File: src/uart16_pkg.sv
// ----------------------------------------------------------------------------
// UART 16550 register model package
// Beat types, function codes, register offsets and bit constants.
// ----------------------------------------------------------------------------
`timescale 1ns / 1ps

package uart16_pkg;

  localparam int unsigned RX_DEPTH_DEFAULT = 256;

  localparam logic [1:0] FUNC_READ      = 2'd0;
  localparam logic [1:0] FUNC_WRITE     = 2'd1;
  localparam logic [1:0] FUNC_HOST_BYTE = 2'd2;

  localparam logic [7:0] REG_DATA = 8'd0;
  localparam logic [7:0] REG_IER  = 8'd1;
  localparam logic [7:0] REG_IIR  = 8'd2;
  localparam logic [7:0] REG_LCR  = 8'd3;
  localparam logic [7:0] REG_MCR  = 8'd4;
  localparam logic [7:0] REG_LSR  = 8'd5;
  localparam logic [7:0] REG_MSR  = 8'd6;
  localparam logic [7:0] REG_SCR  = 8'd7;

  localparam logic [3:0] SIZE_BYTE = 4'd1;

  localparam logic [7:0] ESC_BYTE     = 8'h01;
  localparam logic [7:0] QUIT_BYTE    = 8'h78;
  localparam logic [7:0] IER_MASK     = 8'h0f;
  localparam logic [7:0] IIR_FIFO_ON  = 8'hc0;
  localparam logic [7:0] IIR_RX_DATA  = 8'h04;
  localparam logic [7:0] IIR_THR_EMPT = 8'h02;
  localparam logic [7:0] IIR_NONE     = 8'h01;
  localparam logic [7:0] LSR_TX_EMPTY = 8'h60;
  localparam logic [7:0] MSR_VALUE    = 8'hb0;
  localparam int unsigned LCR_DLAB_BIT = 7;
  localparam int unsigned FCR_CLR_BIT  = 1;

  typedef struct packed {
    logic [1:0] func;
    logic [7:0] reg_offset;
    logic [3:0] bus_size;
    logic [7:0] write_data;
    logic [7:0] rx_byte;
  } in_item_t;

  typedef struct packed {
    logic [7:0] read_data;
    logic       irq;
    logic       tx_valid;
    logic [7:0] tx_byte;
    logic       quit_request;
  } out_item_t;

  typedef struct packed {
    logic       push;
    logic       pop;
    logic       clear;
    logic [7:0] push_data;
  } fifo_ctrl_t;

  typedef struct packed {
    logic empty;
    logic full;
    logic single;
  } fifo_status_t;

endpackage

File: src/uart16_core.sv
// ----------------------------------------------------------------------------
// UART 16550 register file and decode
// Holds the control registers and the escape filter, decodes one beat and
// forms its result and the receive FIFO requests.
// ----------------------------------------------------------------------------
`timescale 1ns / 1ps

module uart16_core
  import uart16_pkg::*;
(
  input  logic         clk_i,
  input  logic         rst_ni,
  input  logic         item_valid_i,
  input  in_item_t     item_i,
  input  logic [7:0]   head_i,
  input  fifo_status_t fifo_status_i,
  output fifo_ctrl_t   fifo_ctrl_o,
  output out_item_t    result_o
);

  logic [3:0] ier_q, ier_d;
  logic [7:0] lcr_q, lcr_d;
  logic [7:0] mcr_q, mcr_d;
  logic [7:0] scr_q, scr_d;
  logic [7:0] dll_q, dll_d;
  logic [7:0] dlm_q, dlm_d;
  logic       esc_q, esc_d;
  logic       dlab;
  logic       is_read, is_write, is_host;
  logic       nonempty_after;
  logic [7:0] iir_val;

  assign dlab     = lcr_q[LCR_DLAB_BIT];
  assign is_read  = item_valid_i && (item_i.func == FUNC_READ);
  assign is_write = item_valid_i && (item_i.func == FUNC_WRITE)
                    && (item_i.bus_size == SIZE_BYTE);
  assign is_host  = item_valid_i && (item_i.func == FUNC_HOST_BYTE);

  always_comb begin
    if (ier_q[0] && !fifo_status_i.empty) begin
      iir_val = IIR_FIFO_ON | IIR_RX_DATA;
    end else if (ier_q[1]) begin
      iir_val = IIR_FIFO_ON | IIR_THR_EMPT;
    end else begin
      iir_val = IIR_FIFO_ON | IIR_NONE;
    end
  end

  always_comb begin
    ier_d = ier_q;
    lcr_d = lcr_q;
    mcr_d = mcr_q;
    scr_d = scr_q;
    dll_d = dll_q;
    dlm_d = dlm_q;
    esc_d = esc_q;
    fifo_ctrl_o = '0;
    result_o = '0;

    if (is_read) begin
      unique case (item_i.reg_offset)
        REG_DATA: begin
          if (dlab) begin
            result_o.read_data = dll_q;
          end else if (!fifo_status_i.empty) begin
            result_o.read_data = head_i;
            fifo_ctrl_o.pop    = 1'b1;
          end
        end
        REG_IER: result_o.read_data = dlab ? dlm_q : {4'b0, ier_q};
        REG_IIR: result_o.read_data = iir_val;
        REG_LCR: result_o.read_data = lcr_q;
        REG_MCR: result_o.read_data = mcr_q;
        REG_LSR: result_o.read_data = LSR_TX_EMPTY | {7'b0, !fifo_status_i.empty};
        REG_MSR: result_o.read_data = MSR_VALUE;
        REG_SCR: result_o.read_data = scr_q;
        default: result_o.read_data = 8'h00;
      endcase
    end

    if (is_write) begin
      unique case (item_i.reg_offset)
        REG_DATA: begin
          if (dlab) begin
            dll_d = item_i.write_data;
          end else begin
            result_o.tx_valid = 1'b1;
            result_o.tx_byte  = item_i.write_data;
          end
        end
        REG_IER: begin
          if (dlab) begin
            dlm_d = item_i.write_data;
          end else begin
            ier_d = 4'(item_i.write_data & IER_MASK);
          end
        end
        REG_IIR: fifo_ctrl_o.clear = item_i.write_data[FCR_CLR_BIT];
        REG_LCR: lcr_d = item_i.write_data;
        REG_MCR: mcr_d = item_i.write_data;
        REG_SCR: scr_d = item_i.write_data;
        default: ;
      endcase
    end

    if (is_host) begin
      fifo_ctrl_o.push_data = item_i.rx_byte;
      if (esc_q) begin
        esc_d = 1'b0;
        if (item_i.rx_byte == QUIT_BYTE) begin
          result_o.quit_request = 1'b1;
        end else begin
          fifo_ctrl_o.push = 1'b1;
        end
      end else if (item_i.rx_byte == ESC_BYTE) begin
        esc_d = 1'b1;
      end else begin
        fifo_ctrl_o.push = 1'b1;
      end
    end

    priority if (fifo_ctrl_o.clear) begin
      nonempty_after = 1'b0;
    end else if (fifo_ctrl_o.push) begin
      nonempty_after = 1'b1;
    end else if (fifo_ctrl_o.pop) begin
      nonempty_after = !fifo_status_i.single;
    end else begin
      nonempty_after = !fifo_status_i.empty;
    end

    result_o.irq = (ier_d[0] && nonempty_after) || ier_d[1];
  end

  always_ff @(posedge clk_i or negedge rst_ni) begin
    if (!rst_ni) begin
      ier_q <= '0;
      lcr_q <= '0;
      mcr_q <= '0;
      scr_q <= '0;
      dll_q <= 8'd3;
      dlm_q <= '0;
      esc_q <= 1'b0;
    end else begin
      ier_q <= ier_d;
      lcr_q <= lcr_d;
      mcr_q <= mcr_d;
      scr_q <= scr_d;
      dll_q <= dll_d;
      dlm_q <= dlm_d;
      esc_q <= esc_d;
    end
  end

endmodule

File: config.mk
export PLATFORM = sky130hd
export DESIGN_NAME = uart16_core
export DESIGN_NICKNAME = d
export VERILOG_FILES = /design/src/uart16_pkg.sv /design/src/uart16_core.sv
export SDC_FILE = /design/constraint.sdc
export NUM_CORES = 1
export LEC_CHECK = 0
export ABC_CLOCK_PERIOD_IN_PS = 1550
export BUFFER_PORTS_ARGS = -buffer_cell sky130_fd_sc_hd__buf_4
export CELL_PAD_IN_SITES_DETAIL_PLACEMENT = 0
export CELL_PAD_IN_SITES_GLOBAL_PLACEMENT = 1
export CORE_ASPECT_RATIO = 0.9
export CORE_MARGIN = 1.5
export CORE_UTILIZATION = 36
export DETAILED_ROUTE_END_ITERATION = 10
export PLACE_DENSITY_LB_ADDON = 0.1
export SYNTH_ARGS = -nofsm -noshare
export SYNTH_HDL_FRONTEND = slang
export SYNTH_SLANG_ARGS = --single-unit
File: constraint.sdc
create_clock -name clk_i -period 1.55 [get_ports clk_i]
set_input_delay 0.0775 -clock clk_i [delete_from_list [all_inputs] [get_ports clk_i]]
set_output_delay 0.0775 -clock clk_i [all_outputs]
set_load 0.02 [all_outputs]
Yosys cells after proc, flatten, opt, wreduce, memory -nomap -nowiden
Cells that the tools add are included.
{ "op_classes": {"n_eq_ne": 12, "muxes": 32, "bitwise": 1, "reduce_logical": 17} }
{ "ops": {"columns": ["operator", "n"], "rows": [
  ["8-bit case mux with 8 select lines", 1],
  ["8-bit 2-to-1 mux", 6],
  ["8-bit by 3-bit == test with 1-bit output (second input constant)", 4],
  ["9-bit 2-to-1 mux", 3],
  ["1-bit 2-to-1 mux", 18],
  ["8-bit by 1-bit == test with 1-bit output (second input constant)", 2],
  ["8-bit by 2-bit == test with 1-bit output (second input constant)", 2],
  ["3-bit AND reduction", 3],
  ["8-bit by 7-bit == test with 1-bit output (second input constant)", 1],
  ["8-bit logical NOT", 1],
  ["2-bit 2-to-1 mux", 4],
  ["1-bit logical AND", 6],
  ["2-bit AND reduction", 3],
  ["4-bit by 1-bit == test with 1-bit output (second input constant)", 1],
  ["2-bit by 1-bit == test with 1-bit output (second input constant)", 1],
  ["2-bit == test (second input constant)", 1],
  ["1-bit logical NOT", 2],
  ["2-bit logical NOT", 1],
  ["1-bit logical OR", 1],
  ["1-bit NOT", 1]
]} }
{ "word_totals": {"register_bits": 45, "inputBits": 44, "output_inout_bits": 30, "elab_cells": 70} }

Logic depth before layout (Yosys ltp)
{ "depth": {"depth_word": 9, "mapped_depth": 7, "ltp_nobuf": 5} }

Least setup slack after synthesis
OpenSTA, ideal clock, no wires.
{ "synth_timing": {"path_kind": "register to output", "from": "reg lcr_q[7]", "to": "out result_o[10] in the netlist's numbering", "t_arrival_ns": 1.747, "t_required_ns": 1.472, "path_slack_ns": -0.274, "path_stages_with_launch": 7, "n_path_buf": 1, "cell_sequence": "dfrtp_1 buf_6 clkinv_1 nand2_1 nor3_1 mux2_2 o21bai_1"} }
{ "synth_lines": {"columns": ["item", "line_no", "rtl"], "rows": [
  ["start, declared", "uart16_core.sv:22", "logic [7:0] lcr_q, lcr_d;"],
  ["start signal, assigned", "uart16_core.sv:146", "lcr_q <= lcr_d;"],
  ["end, declared", "uart16_core.sv:18", "output out_item_t result_o"]
]} }

==> impl_metrics.sql <==
INSERT INTO impl_metrics (metric_group, metric, value, unit) VALUES
('critical_path', 'critical_path.reg2reg.startpoint', 'lcr_q[7]', ''),
('min_path', 'timing.hold.worst_path_depth', '2', ''),
('floorplan', 'fp.dieArea', '7709', 'um^2'),
('critical_path', 'slowest_cell_on_the_critical_path', 'dfrtp_2', ''),
('timing', 'setup_violations', '38', ''),
('critical_path', 'crit_path_end_kind', 'output pin', ''),
('floorplan', 'num_rows', '29', ''),
('finish', 'areaGrowthSynthToFinish', '47.22', '%'),
('critical_path', 'r2r_end', 'dlm_q[4]', ''),
('routing', 'dr_total_vias', '2305', ''),
('power', 'netSwitchingFraction', '0.2540', ''),
('grt', 'grt_first_pass_wirelength', '12460', 'um'),
('synth', 'syn-mean-instance-area', '10.83', 'um^2'),
('critical_path', 'timing.critical_path.max_delay_family', 'flip-flops', ''),
('critical_path', 'worst-path-max-fanout', '7', ''),
('floorplan', 'design.portCount', '74', ''),
('min_path', 'timing.hold.worst.start', 'item_i[15]', ''),
('synth', 'synthDistinctLibCells', '48', ''),
('floorplan', 'coreArea', '7003', 'um^2'),
('power', 'p_clk_frac', '0.384', ''),
('grt', 'grt_pass1_vias', '2322', ''),
('outcome', 'failed_checks', 'negative setup slack', ''),
('synth', 'ys_seq_area_frac', '0.4360', ''),
('routing', 'vias_per_cell', '5.145', ''),
('power', 'switch_pwr', '616.1', 'uW'),
('placed_design', 'place_congestion', '0.8081', ''),
('timing', 'worst_slack', '-0.5158', 'ns'),
('critical_path', 'critPathLaunchType', 'flop', ''),
('synth', 'synth.mux.area_fraction', '0.2247', ''),
('finish', 'layout-drive-gt1-share', '0.5718', ''),
('critical_path', 'critPathBufInv', '2', ''),
('synth', 'yosys.area_share.xor_xnor', '0', ''),
('power', 'power.density_cell_area', '636.4', 'nW/um^2'),
('routing', 'routedWlPerCell', '17.39', 'um'),
('synth', 'synth.cell_area', '2589', 'um^2'),
('power', 'comb_power_share', '0.132', ''),
('synth', 'async_flop_share', '1.000', ''),
('routing', 'drt-pass1-iter-count', '5', ''),
('placed_design', 'final_hpwl_from_detailed_placement', '5852', 'um'),
('synth', 'most_repeated_cell_in_the_gate_level_netlist_after_synthesis', 'mux2_2', ''),
('critical_path', 'setup.worst_path.class', 'reg2out', ''),
('critical_path', 'worst_path_most_repeated_cell', 'buf_4', ''),
('synth', 'synthesis.nets', '283', ''),
('power', 'internal_power', '1809', 'uW'),
('floorplan', 'die_width', '92.39', 'um'),
('power', 'seq_power_share', '0.484', ''),
('clock_tree', 'clk_latency', '0.31', 'ns'),
('clock_tree', 'tritoncts', 'done', ''),
('critical_path', 'timing.critical_path.required', '1.47', 'ns'),
('outcome', 'result_of_the_run', 'finished with violations', ''),
('clock_tree', 'clk_pin_slew_worst_paths', '0.10', 'ns'),
('floorplan', 'initial_util', '0.3697', ''),
('synth', 'synth_cells', '239', ''),
('synth', 'synth_top_cells_by_count', 'mux2_2 (47), dfrtp_1 (43), and2_1 (18), nand2_1 (18), nor2_1 (12)', ''),
('grt', 'antenna_found_initial', '0', ''),
('finish', 'nNetsFinal', '398', ''),
('synth', 'synthSimpleGateAreaFrac', '0.1986', ''),
('clock_tree', 'numClockSinks', '45', ''),
('clock_tree', 'cts_htree_levels', '2', ''),
('synth', 'synth_compound_area_frac', '0.1131', ''),
('synth', 'synth-seq-cells', '45', ''),
('timing', 'fin_crit_sh', '1.333', ''),
('min_path', 'worstHoldEndpoint', 'mcr_q[7]', ''),
('critical_path', 'worst-r2r-cell-count', '6', ''),
('flow_run', 'drv.max_cap_violation_count', '0', ''),
('timing', 'fmax', '484.1', 'MHz'),
('timing', 'max_slew_margin', '0.6109', ''),
('timing', 'timing_hold_violations_final', '0', ''),
('grt', 'grt_remaining_overflow', '0', ''),
('timing', 'hold-worst-slack', '0.03649', 'ns'),
('critical_path', 'timing.reg2reg.setup_slack', '-0.14', 'ns');
## placed cells by master (no fill, tap or decap), drive strengths merged, types with 4 or more instances in the layout
cell and n:
nor2 14, and2 18, nand3 8, nor3 8
clkbuf 6, mux2 47, buf 117, nand2 18
dfrtp 43, a22o 4, a22oi 4, a21oi 11
inv 4, nor3b 5, o21ai 8
## layer usage
metal  up-vias  wire, um  global-route usage
li1       1109         -                   -
met1      1124      3636              0.3010
met2        65      3625              0.3329
met3         7       435             0.04853
met4         0        93             0.05594
met5         -         0                   0
## cell families after synthesis
group                  count (synthesis)
AO/OA/AOI/OAI                         44
buffers and inverters                 14
multiplexers                          51
flip-flops                            45
AND/OR/NAND/NOR                       85
## area by class of cell
cell class	instances	area (um^2)
clock buffers	6	72.57
clock inverters	2	38.79
fillers	665	3192
inverters	4	15.01
multi-input cells	180	1531
flip-flops and latches	45	1130
well taps	93	116.4
repair buffers	118	907.1
## worst reg2reg max path, stage by stage (launching register included)
cell and delay (ns):
dfrtp_2 0.47, clkinv_1 0.12, buf_6 0.13, buf_4 0.15
nor3b_4 0.21, buf_4 0.17, mux2_2 0.32
## per-stage QoR
stage          std cells  utilization  setup WS [ns]  instance area, um^2
3_3_place_gp         434       0.5040        -0.3765                 3530
6_report             448       0.5442        -0.5158                 3811
2_1_floorplan        239            -        -0.1430                 2629
4_1_cts              447       0.5374        -0.5312                 3764
5_1_grt              448       0.5442        -0.5889                 3811
3_5_place_dp         434       0.5040        -0.3881                 3530
## registers in the layout, indices dropped and copies added, names as in the netlist
signal and count:
scr_q 8, esc_q 1, dlm_q 8, mcr_q 8, ier_q 4, lcr_q 8, dll_q 8
## worst max path at each step
stage / start / endpoint / slack, ns / cells past startpoint
after floorplan: item_i[29] / dlm_q[0] / -0.14 / 6
after global placement: item_i[29] / mcr_q[3] / -0.38 / 7
after detailed placement: item_i[29] / mcr_q[2] / -0.39 / 7
after CTS: lcr_q[7] / result_o[13] / -0.53 / 6
after global routing: lcr_q[7] / result_o[13] / -0.59 / 6
final: lcr_q[7] / result_o[13] / -0.52 / 6
## timing repair
| item | CTS | global route |
|---|---|---|
| hold endpoints to repair | 43 | 0 |
| setup endpoints to repair | 59 | 39 |
| cloned | 0 | 0 |
| setup buffers | 4 | 1 |
| hold buffers | 1 | 0 |
| resized for setup | 21 | 8 |
| pin swaps | 5 | 2 |
## power by group through the flow
stage	clock, uW	combinational [uW]	sequential (uW)
detailed placement	0	304	1200
global placement	0	303	1200
finish	931	319	1170
global route	998	345	1180
CTS	949	315	1170
floorplan	0	102	1200
(Power assumes the default switching activity.)
